<file path="src/design/bpa_pkg.sv">
// bpa_pkg: shared types and codes of the block pool allocator.
// Holds cfg indexes, codes, payload and cmd/status structs, state and result enums.
// No dependencies.
package bpa_pkg;

	localparam int CFG_IDX_W  = 1;
	localparam int CFG_DATA_W = 48;

	// Configuration register indexes
	localparam logic [CFG_IDX_W-1:0] CFG_POOL_BASE  = 1'd0;
	localparam logic [CFG_IDX_W-1:0] CFG_POOL_BYTES = 1'd1;

	localparam logic [39:0] POOL_BYTES_RESET = 40'd104857600;

	// Request actions
	localparam logic [1:0] ACT_ALLOC = 2'd0;
	localparam logic [1:0] ACT_FREE  = 2'd1;
	localparam logic [1:0] ACT_GET   = 2'd2;

	// Response status codes
	localparam logic [2:0] ST_REUSED  = 3'd0;
	localparam logic [2:0] ST_NEW     = 3'd1;
	localparam logic [2:0] ST_NOSPACE = 3'd2;
	localparam logic [2:0] ST_INVALID = 3'd3;
	localparam logic [2:0] ST_NOTUSED = 3'd4;

	typedef struct packed {
		logic [1:0]         action;
		logic [31:0]        request_bytes;
		logic signed [31:0] target_id;
	} req_t;

	typedef struct packed {
		logic [2:0]  status;
		logic [5:0]  granted_id;
		logic [47:0] block_address;
	} rsp_t;

	typedef enum logic [2:0] {
		S_IDLE,
		S_SCAN,
		S_PREP,
		S_CARVE,
		S_LOOK_RD,
		S_LOOK,
		S_DONE
	} bpa_state_t;

	typedef enum logic [2:0] {
		RES_REUSE,
		RES_NEW,
		RES_NOSPACE,
		RES_INVALID,
		RES_NOTUSED,
		RES_FREE_OK,
		RES_GET_OK
	} res_sel_t;

	typedef struct packed {
		logic     load;     // capture the accepted request
		logic     sel_look; // read port addressed by target id
		logic     issue;    // read next scan entry
		logic     take;     // mark scanned free entry used
		logic     prep;     // compute padding and block start
		logic     carve;    // commit a new block
		logic     free_wr;  // mark target entry free
		logic     res_ld;
		res_sel_t res_sel;
		logic     out_ld;
	} bpa_cmd_t;

	typedef struct packed {
		logic [1:0] in_act;
		logic [1:0] act;
		logic       scan_hit;
		logic       scan_more;
		logic       chk_vld;
		logic       fit;
		logic       tgt_neg;
		logic       in_use;
		logic       out_free;
	} bpa_sts_t;

endpackage

</file>
<file path="src/design/bpa_ctrl.sv">
// bpa_ctrl: sequencer of the block pool allocator.
// Drives datapath commands from its state and the datapath status.
// Depends on bpa_pkg.
module bpa_ctrl (
	input  logic                clk,
	input  logic                arst_n,
	input  logic                req_valid,
	output logic                req_ready,
	input  bpa_pkg::bpa_sts_t   sts,
	output bpa_pkg::bpa_cmd_t   cmd
);
	import bpa_pkg::*;

	bpa_state_t state_q;
	bpa_state_t state_nx;

	always_ff @(posedge clk or negedge arst_n) begin
		if (!arst_n) begin
			state_q <= S_IDLE;
		end else begin
			state_q <= state_nx;
		end
	end

	always_comb begin
		state_nx = state_q;
		unique case (state_q)
			S_IDLE: begin
				if (req_valid) begin
					priority case (sts.in_act)
						ACT_ALLOC: state_nx = S_SCAN;
						ACT_FREE:  state_nx = S_LOOK_RD;
						ACT_GET:   state_nx = S_LOOK_RD;
						default:   state_nx = S_DONE;
					endcase
				end
			end
			S_SCAN: begin
				if (sts.scan_hit) begin
					state_nx = S_DONE;
				end else if (!sts.scan_more && !sts.chk_vld) begin
					state_nx = S_PREP;
				end
			end
			S_PREP:    state_nx = S_CARVE;
			S_CARVE:   state_nx = S_DONE;
			S_LOOK_RD: state_nx = S_LOOK;
			S_LOOK:    state_nx = S_DONE;
			S_DONE: begin
				if (sts.out_free) begin
					state_nx = S_IDLE;
				end
			end
			default:   state_nx = S_IDLE;
		endcase
	end

	always_comb begin
		cmd         = '0;
		cmd.res_sel = RES_INVALID;
		req_ready   = 1'b0;
		unique case (state_q)
			S_IDLE: begin
				req_ready = 1'b1;
				cmd.load  = req_valid;
				if (req_valid && sts.in_act != ACT_ALLOC && sts.in_act != ACT_FREE &&
						sts.in_act != ACT_GET) begin
					cmd.res_ld = 1'b1;
				end
			end
			S_SCAN: begin
				if (sts.scan_hit) begin
					cmd.take    = 1'b1;
					cmd.res_ld  = 1'b1;
					cmd.res_sel = RES_REUSE;
				end else if (sts.scan_more) begin
					cmd.issue = 1'b1;
				end
			end
			S_PREP: cmd.prep = 1'b1;
			S_CARVE: begin
				cmd.res_ld  = 1'b1;
				cmd.carve   = sts.fit;
				cmd.res_sel = sts.fit ? RES_NEW : RES_NOSPACE;
			end
			S_LOOK_RD: cmd.sel_look = 1'b1;
			S_LOOK: begin
				cmd.sel_look = 1'b1;
				cmd.res_ld   = 1'b1;
				if (sts.tgt_neg) begin
					cmd.res_sel = RES_INVALID;
				end else if (!sts.in_use) begin
					cmd.res_sel = RES_NOTUSED;
				end else if (sts.act == ACT_FREE) begin
					cmd.free_wr = 1'b1;
					cmd.res_sel = RES_FREE_OK;
				end else begin
					cmd.res_sel = RES_GET_OK;
				end
			end
			S_DONE: cmd.out_ld = sts.out_free;
			default: ;
		endcase
	end

	a_hit_done: assert property (@(posedge clk) disable iff (!arst_n)
		(state_q == S_SCAN && sts.scan_hit) |=> state_q == S_DONE)
		else $error("scan hit did not finish the request");

	a_one_result: assert property (@(posedge clk) disable iff (!arst_n)
		cmd.out_ld |=> state_q == S_IDLE && !cmd.out_ld)
		else $error("response loaded twice");

endmodule

</file>
<file path="config.mk">
export PLATFORM = sky130hd
export DESIGN_NAME = bpa_ctrl
export DESIGN_NICKNAME = d
export VERILOG_FILES = /design/src/design/bpa_pkg.sv /design/src/design/bpa_ctrl.sv
export SDC_FILE = /design/constraint.sdc
export NUM_CORES = 1
export LEC_CHECK = 0
export ABC_AREA = 1
export BUFFER_PORTS_ARGS = -buffer_cell sky130_fd_sc_hd__buf_2
export CAP_MARGIN = 10
export CORE_AREA = 2 2 39 41
export DETAILED_ROUTE_END_ITERATION = 10
export DIE_AREA = 0 0 41 43
export PLACE_DENSITY = 0.65
export SLEW_MARGIN = 40
export SYNTH_ARGS = -nofsm -noshare
export SYNTH_HDL_FRONTEND = slang
export SYNTH_SLANG_ARGS = --single-unit
</file>
<file path="constraint.sdc">
create_clock -name clk -period 1.4 [get_ports clk]
set_input_delay 0.14 -clock clk [delete_from_list [all_inputs] [get_ports clk]]
set_output_delay 0.14 -clock clk [all_outputs]
set_load 0.005 [all_outputs]
</file>
==> results of run 1 <==
==> layout make-up <==
cell class	count	area, sq um	area share
well taps	16	20.0	0.0320
multi-input cells	53	268	0.428
repair buffers	32	178	0.284
inverters	14	55.1	0.0880
flip-flops and latches	3	78.8	0.126
clock buffers	4	26.3	0.0420
==> logic make-up after synthesis <==
| family | synth area share |
|---|---|
| and+or+nand+nor | 0.542 |
| buffers and inverters | 0.161 |
| AOI/OAI and AO/OA | 0.103 |
| DFF | 0.194 |
==> through the flow <==
stage	utilization	std cells
global route	0.452	122
CTS	0.441	120
finish	0.452	122
global placement	0.382	112
detailed placement	0.382	112
floorplan	-	72
==> power breakdown <==
group | switching, mW | internal (mW)
Sequential | 0.114 | 0.142
Combinational | 0.404 | 0.362
Clock | 0.0473 | 0.107
Total | 0.565 | 0.611
==> Yosys cell counts <==
library cell,n,area share
sky130_fd_sc_hd__nand2_1,17,0.16
sky130_fd_sc_hd__nor2_1,14,0.14
sky130_fd_sc_hd__inv_1,12,0.12
sky130_fd_sc_hd__nand3_1,4,0.052
sky130_fd_sc_hd__o21ai_0,4,0.052
sky130_fd_sc_hd__dfrtp_1,3,0.19
sky130_fd_sc_hd__nand2_2,3,0.048
sky130_fd_sc_hd__nor2_2,3,0.048
sky130_fd_sc_hd__buf_2,2,0.026
sky130_fd_sc_hd__inv_2,2,0.019
sky130_fd_sc_hd__nor3_1,2,0.026
sky130_fd_sc_hd__and2_1,1,0.016
sky130_fd_sc_hd__nand3_2,1,0.026
sky130_fd_sc_hd__nor3_2,1,0.026
sky130_fd_sc_hd__o211ai_1,1,0.019
sky130_fd_sc_hd__o21ai_1,1,0.013
sky130_fd_sc_hd__o21bai_1,1,0.019
==> layer usage <==
layer	routed length, um	GRT usage
met5	0	0
met3	94	0.0314
met4	0	0.0600
met1	440	0.155
met2	540	0.228
==> what timing repair did <==
item | in CTS | in global routing
hold endpoints to repair | 3 | 0
buffers inserted | 3 | 2
pin swaps | 4 | 4
endpoints found under the setup margin | 4 | 5
gates resized for setup | 11 | 1
hold buffers | 1 | 0
==> tightest hold or removal path, delay by kind of cell <==
| kind | cells | cell delay, ns |
|---|---|---|
| AND/OR/NAND/NOR | 2 | 0.15 |
| buffers and inverters | 2 | 0.12 |
==> final timing paths <==
path,start,to,slack (ns)
min,sts[0],state_q[2],0.21
max,state_q[2],cmd[4],0.008
max in group asynchronous,arst_n,state_q[1],1.05
min reg2reg,state_q[0],state_q[2],0.70
min in group asynchronous,arst_n,state_q[2],0.23
max reg2reg,state_q[2],state_q[1],0.20
==> placed cells by master, fill, tap and decap left out <==
cell type                        n
sky130_fd_sc_hd__buf_2          26
sky130_fd_sc_hd__nor2_1         14
sky130_fd_sc_hd__nand2_1        14
sky130_fd_sc_hd__inv_1          10
sky130_fd_sc_hd__nand2_2         6
sky130_fd_sc_hd__buf_4           5
sky130_fd_sc_hd__inv_2           3
sky130_fd_sc_hd__o21ai_0         3
sky130_fd_sc_hd__nand3_1         3
sky130_fd_sc_hd__clkbuf_4        3
sky130_fd_sc_hd__dfrtp_2         3
sky130_fd_sc_hd__nand3_2         2
sky130_fd_sc_hd__o21ai_1         2
sky130_fd_sc_hd__nor3_1          2
sky130_fd_sc_hd__nor2_2          2
sky130_fd_sc_hd__inv_4           1
sky130_fd_sc_hd__nor2_4          1
sky130_fd_sc_hd__nor3_2          1
sky130_fd_sc_hd__and2_1          1
sky130_fd_sc_hd__o21bai_1        1
sky130_fd_sc_hd__o211ai_1        1
sky130_fd_sc_hd__clkbuf_1        1
sky130_fd_sc_hd__dlygate4sd3_1   1
==> tab_implementation.tex, run 1 <==
\begin{tabular}{lr}
\hline
Metric & Value \\
\hline
\multicolumn{2}{l}{\textbf{Worst setup path}} \\
\quad Startpoint class of the critical path & flip-flop \\
\quad Worst Path Class, Setup & reg2out \\
\quad CP endpoint kind & primary output \\
\quad Sum of buffers and inverters on the critical path & 2 \\
\quad Logic depth of the worst setup path including buffers & 6 \\
\quad Number of cells on the worst reg-to-reg path & 7 \\
\quad Data required, critical path & $\sim$1.3 ns \\
\quad CP arrival & between 1 and 1.5 ns \\
\quad Cell class contributing the biggest share of worst-path delay & flip-flops \\
\quad Crit path top cell by count & sky130\_fd\_sc\_hd\_\_nand2\_2 \\
\quad Stage delay of the slowest cell on the critical path & about 0.46 ns \\
\quad Crit-path max FO & 5 \\
\quad Cell at the slowest stage of the critical path & sky130\_fd\_sc\_hd\_\_dfrtp\_2 \\
\quad Ordered list of cells on the worst path & nor2\_4 -> nand2\_2 -> inv\_2 -> nand2\_2 -> o21ai\_1 -> buf\_2 \\
\multicolumn{2}{l}{\textbf{Timing}} \\
\quad Upper clock frequency limit & slightly above 700 MHz \\
\quad Setup TNS & 0 ns \\
\quad Final-report max-slew violation count & 0 \\
\quad Tightest slew margin relative to the limit & 0.863 \\
\quad Total setup violations reported at the end of the flow & 0 \\
\quad Worst hold margin & between 0.2 and 0.25 ns \\
\quad Actual slew at the worst max-slew pin & between 0.2 and 0.25 ns \\
\quad Post-route worst setup slack & 0.00840 ns \\
\quad Part of the cycle the worst path needs & 0.994 \\
\quad Number of hold-slack violations in the final timing report & 0 \\
\quad Final Critical Period & around 1.4 ns \\
\quad Final clock skew & 0.00455 ns \\
\quad Unrepaired setup endpoints after global routing & true \\
\multicolumn{2}{l}{\textbf{Floorplan}} \\
\quad Initial cell density of the core & 0.280 \\
\quad Die area & between 1500 and 2000 sq um \\
\quad \# IOs & 27 \\
\quad Die Height & about 43 um \\
\quad Placeable core region & $\sim$1400 sq um \\
\quad Site row count & 14 \\
\quad Chip width & a little over 40 um \\
\multicolumn{2}{l}{\textbf{Clock tree}} \\
\quad Number of levels in the clock H-tree & 1 \\
\quad Cell chosen for the clock root & sky130\_fd\_sc\_hd\_\_clkbuf\_4 \\
\quad Clock-pin slew on the worst setup and hold paths & $\sim$0.040 ns \\
\quad Latest clock arrival within the worst-skew pair & roughly 0.23 ns \\
\quad Clock Tree Buf Depth & 2 \\
\quad CTS Sinks & 3 \\
\quad Clock tree from TritonCTS & built \\
\quad Num CTS Buffers & 3 \\
\multicolumn{2}{l}{\textbf{Global route}} \\
\quad Pin count of the biggest net entering global routing & 9 \\
\quad Global-route wire length before repair & between 1.5 and 2 mm \\
\quad Vias in the first global route & between 400 and 500 \\
\quad Initial antenna violation count & 0 \\
\quad Aggregate global-route resource usage & 0.137 \\
\quad GR Overflow Total & 0 \\
\multicolumn{2}{l}{\textbf{Pwr}} \\
\quad Total Power & 1.18 mW \\
\quad Worst IR drop on VDD & roughly 0.79 mV \\
\quad Standby leakage power & around 0.38 nW \\
\quad Pwr per Cell Area & about 1900 nW/um\^{}2 \\
\multicolumn{2}{l}{\textbf{Layout}} \\
\quad Largest reg by FF count & state\_q \\
\quad Synth-to-layout area growth & 61.3\% \\
\quad Largest registers & state\_q (3) \\
\quad Largest register FFs & 3 \\
\quad Nets@finish & between 100 and 150 \\
\quad Final instance area & around 630 sq um \\
\quad Number of inserted diodes & 0 \\
\quad Fraction of layout instances using a drive strength above 1 & 0.500 \\
\quad Count of filler cells inserted in the layout & 152 \\
\multicolumn{2}{l}{\textbf{Logic synthesis}} \\
\quad Sequential-to-total area share from yosys stat & 0.194 \\
\quad Count of cell types in the netlist & 17 \\
\quad Synth warn & 0 \\
\quad Flop and latch count out of synthesis & 3 \\
\quad Avg Inst Size Synth & around 5.4 sq um \\
\quad Syn nets & between 80 and 90 \\
\quad Cell area after synthesis & 388 sq um \\
\quad Number of instances in the synthesized netlist & 72 \\
\multicolumn{2}{l}{\textbf{Detailed routing}} \\
\quad Wire length reported by the detailed router & around 1.1 mm \\
\quad Vias/cell & $\sim$4.5 \\
\quad DR WL/cell & between 8 and 9 um \\
\quad Total vias in the final route & around 540 \\
\quad Starting DRT DRC Count & 3 \\
\quad Drt pass-1 iters & 4 \\
\quad Number of design rule violations left after detail routing & 0 \\
\quad Antenna-violating nets left & 0 \\
\multicolumn{2}{l}{\textbf{Run}} \\
\quad Maxcap violations & 0 \\
\multicolumn{2}{l}{\textbf{Place}} \\
\quad GP Congestion & 0.795 \\
\quad HPWL after detailed placement & 835 um \\
\quad Placement Setup Slack & about 0.19 ns \\
\quad Count of buffers from port buffering & 26 \\
\quad Placed Area & between 500 and 600 sq um \\
\multicolumn{2}{l}{\textbf{Hold path}} \\
\quad Hold Path Stages & 4 \\
\quad Kind of path behind the tightest hold check & in2reg \\
\multicolumn{2}{l}{\textbf{Outcome}} \\
\quad Result of the run & complete, no violations \\
\hline
\end{tabular}
Note: power is estimated with default switching activity, not from simulation.
==> run 2, diff against run 1 <==
==> constraint.sdc (replaced) <==
create_clock -name clk -period 1.6 [get_ports clk]
set_input_delay 0.16 -clock clk [delete_from_list [all_inputs] [get_ports clk]]
set_output_delay 0.16 -clock clk [all_outputs]
set_load 0.05 [all_outputs]
==> run 2 against run 1 <==
Effect of this change: critical path depth unchanged; via count down 2.8%; setup slack better by 0.027 ns; global-route usage down 1.2 points; sequential share of layout area down 0.74 points; clock power down 16%; die area unchanged; utilization up 2.8 points; sequential power down 14%; largest power group unchanged; highest routed layer is now met4.
==> tab_implementation.tex, run 2 (synthesis results as in run 1) <==
\begin{tabular}{lr}
\hline
Metric & Value \\
\hline
\multicolumn{2}{l}{\textbf{Floorplan}} \\
\quad Initial cell density of the core & 0.280 \\
\quad Site row count & 14 \\
\quad Die area & 1760 sq um \\
\quad Chip width & between 40 and 50 um \\
\quad Die Height & 43 um \\
\quad \# IOs & 27 \\
\quad Placeable core region & $\sim$1400 sq um \\
\multicolumn{2}{l}{\textbf{Clock tree}} \\
\quad Num CTS Buffers & 3 \\
\quad CTS Sinks & 3 \\
\quad Latest clock arrival within the worst-skew pair & 0.23 ns \\
\quad Clock Tree Buf Depth & 2 \\
\quad Number of levels in the clock H-tree & 1 \\
\quad Clock tree from TritonCTS & built \\
\quad Cell chosen for the clock root & sky130\_fd\_sc\_hd\_\_clkbuf\_4 \\
\quad Clock-pin slew on the worst setup and hold paths & approximately 0.03 ns \\
\multicolumn{2}{l}{\textbf{Hold path}} \\
\quad Kind of path behind the tightest hold check & in2reg \\
\quad Hold Path Stages & 4 \\
\multicolumn{2}{l}{\textbf{Worst setup path}} \\
\quad Cell at the slowest stage of the critical path & sky130\_fd\_sc\_hd\_\_dfrtp\_2 \\
\quad Ordered list of cells on the worst path & nor2\_4 -> nand2\_1 -> clkinvlp\_4 -> nand2\_2 -> o21ai\_4 -> buf\_6 \\
\quad CP arrival & about 1.4 ns \\
\quad Worst Path Class, Setup & reg2out \\
\quad Stage delay of the slowest cell on the critical path & about 0.46 ns \\
\quad Data required, critical path & approximately 1.4 ns \\
\quad Cell class contributing the biggest share of worst-path delay & flip-flops \\
\quad Crit-path max FO & 6 \\
\quad Number of cells on the worst reg-to-reg path & 6 \\
\quad Startpoint class of the critical path & flip-flop \\
\quad Logic depth of the worst setup path including buffers & 6 \\
\quad Sum of buffers and inverters on the critical path & 2 \\
\quad CP endpoint kind & primary output \\
\multicolumn{2}{l}{\textbf{Timing}} \\
\quad Total setup violations reported at the end of the flow & 0 \\
\quad Part of the cycle the worst path needs & 0.978 \\
\quad Setup TNS & 0 ns \\
\quad Tightest slew margin relative to the limit & 0.833 \\
\quad Post-route worst setup slack & between 0.03 and 0.04 ns \\
\quad Final clock skew & 0.000106 ns \\
\quad Unrepaired setup endpoints after global routing & true \\
\quad Upper clock frequency limit & around 640 MHz \\
\quad Actual slew at the worst max-slew pin & roughly 0.25 ns \\
\quad Final-report max-slew violation count & 0 \\
\quad Worst hold margin & roughly 0.24 ns \\
\quad Number of hold-slack violations in the final timing report & 0 \\
\quad Final Critical Period & approximately 1.6 ns \\
\multicolumn{2}{l}{\textbf{Layout}} \\
\quad Number of inserted diodes & 0 \\
\quad Leading cell types in the layout, fill and taps excluded & sky130\_fd\_sc\_hd\_\_buf\_2, sky130\_fd\_sc\_hd\_\_nand2\_1, sky130\_fd\_sc\_hd\_\_nor2\_1 \\
\quad Synth-to-layout area growth & 71.3\% \\
\quad Leading cell type in the layout, fill and taps excluded & sky130\_fd\_sc\_hd\_\_buf\_2 \\
\quad Sequential cell area & 78.8 sq um \\
\quad Fraction of layout instances using a drive strength above 1 & 0.515 \\
\quad Post-route non-filler standard cell count & between 100 and 150 \\
\quad Largest reg by FF count & state\_q \\
\quad Largest register FFs & 3 \\
\quad Nets@finish & 118 \\
\quad Area used by multi-input combinational logic & slightly below 300 sq um \\
\quad Largest registers & state\_q (3) \\
\quad Count of filler cells inserted in the layout & between 100 and 150 \\
\multicolumn{2}{l}{\textbf{Global route}} \\
\quad Initial antenna violation count & 0 \\
\quad GR Overflow Total & 0 \\
\quad Layer with the highest usage after global routing & met2 \\
\quad Global-route wire length before repair & roughly 1.5 mm \\
\quad Vias in the first global route & roughly 440 \\
\quad Met2 track demand over resource & 0.222 \\
\quad Aggregate global-route resource usage & 0.125 \\
\quad GR met1 Demand/Resource & 0.123 \\
\quad Global Route met3 Usage & 0 \\
\quad Pin count of the biggest net entering global routing & 9 \\
\multicolumn{2}{l}{\textbf{Detailed routing}} \\
\quad Number of design rule violations left after detail routing & 0 \\
\quad Drt pass-1 iters & 4 \\
\quad DR WL/cell & roughly 8.4 um \\
\quad Starting DRT DRC Count & 12 \\
\quad Total vias in the final route & around 530 \\
\quad Vias/cell & 4.45 \\
\quad Antenna-violating nets left & 0 \\
\quad Wire length reported by the detailed router & $\sim$1 mm \\
\multicolumn{2}{l}{\textbf{Place}} \\
\quad Count of buffers from port buffering & 26 \\
\quad GP Congestion & between 0.8 and 0.9 \\
\quad Placement Setup Slack & 0.173 ns \\
\quad Dpl cells & $\sim$110 \\
\quad HPWL after detailed placement & around 840 um \\
\multicolumn{2}{l}{\textbf{Outcome}} \\
\quad Result of the run & complete, no violations \\
\multicolumn{2}{l}{\textbf{Pwr}} \\
\quad Pwr per Cell Area & 2140 nW/um\^{}2 \\
\quad Worst IR drop on VDD & about 1.1 mV \\
\quad Standby leakage power & between 0.3 and 0.4 nW \\
\multicolumn{2}{l}{\textbf{Run}} \\
\quad Maxcap violations & 0 \\
\hline
\end{tabular}
[run 2: cell types whose count changed in the layout (fill, tap and decap cells not counted), moves of 2 or more]
cell	previous run	this run
sky130_fd_sc_hd__clkinvlp_4	0	2
sky130_fd_sc_hd__buf_2	26	21
sky130_fd_sc_hd__inv_2	3	1
sky130_fd_sc_hd__buf_6	0	3
sky130_fd_sc_hd__o21ai_1	2	0
[run 2: area by class of cell]
class,count,area share
inverters,14,0.0942
repair buffers,29,0.269
flip-flops and latches,3,0.119
well taps,16,0.0301
multi-input cells,53,0.448
clock buffers,4,0.0395
[run 2: worst register-to-register path, stage by stage (launching register included)]
cell and delay, ns:
sky130_fd_sc_hd__dfrtp_2 0.46, sky130_fd_sc_hd__inv_4 0.12, sky130_fd_sc_hd__nand3_2 0.09, sky130_fd_sc_hd__nor2_1 0.17, sky130_fd_sc_hd__nor2_2 0.06, sky130_fd_sc_hd__nand2_1 0.06, sky130_fd_sc_hd__nand2_1 0.04
[run 2: worst paths after layout]
check / slack (ns) / endpoint / start
min: 0.24 / state_q[2] / sts[0]
min in group asynchronous: 0.26 / state_q[2] / arst_n
max: 0.04 / cmd[4] / state_q[2]
max in group asynchronous: 1.22 / state_q[1] / arst_n
max reg2reg: 0.48 / state_q[1] / state_q[2]
min reg2reg: 0.73 / state_q[1] / state_q[2]
[run 2: metrics by stage]
| step | power, mW | util | instance area, sq um |
|---|---|---|---|
| 6_report | 1.42 | 0.480 | 664 |
| 5_1_grt | 1.53 | 0.480 | 664 |
| 4_1_cts | 1.36 | 0.456 | 631 |
| 3_5_place_dp | 1.17 | 0.414 | 573 |
| 3_3_place_gp | 1.16 | 0.414 | 573 |
| 2_1_floorplan | 1.00 | - | 435 |
[run 2: power by group]
part / internal, mW / switching [mW]
Sequential: 0.124 / 0.0950
Combinational: 0.331 / 0.740
Clock: 0.0933 / 0.0372
[run 2: per-layer routing]
metal,part of all wire,vias up
met5,0,-
met2,0.53,20
met4,0.014,0
met1,0.39,226
li1,-,281
met3,0.066,2
[run 2: what timing repair did]
item,4_1_cts,5_1_grt
pin swaps,0,0
setup endpoints to repair,5,6
buffers inserted,0,2
gates cloned,0,0
endpoints found under the hold margin,3,0
hold buffers,1,0
resized for setup,8,7
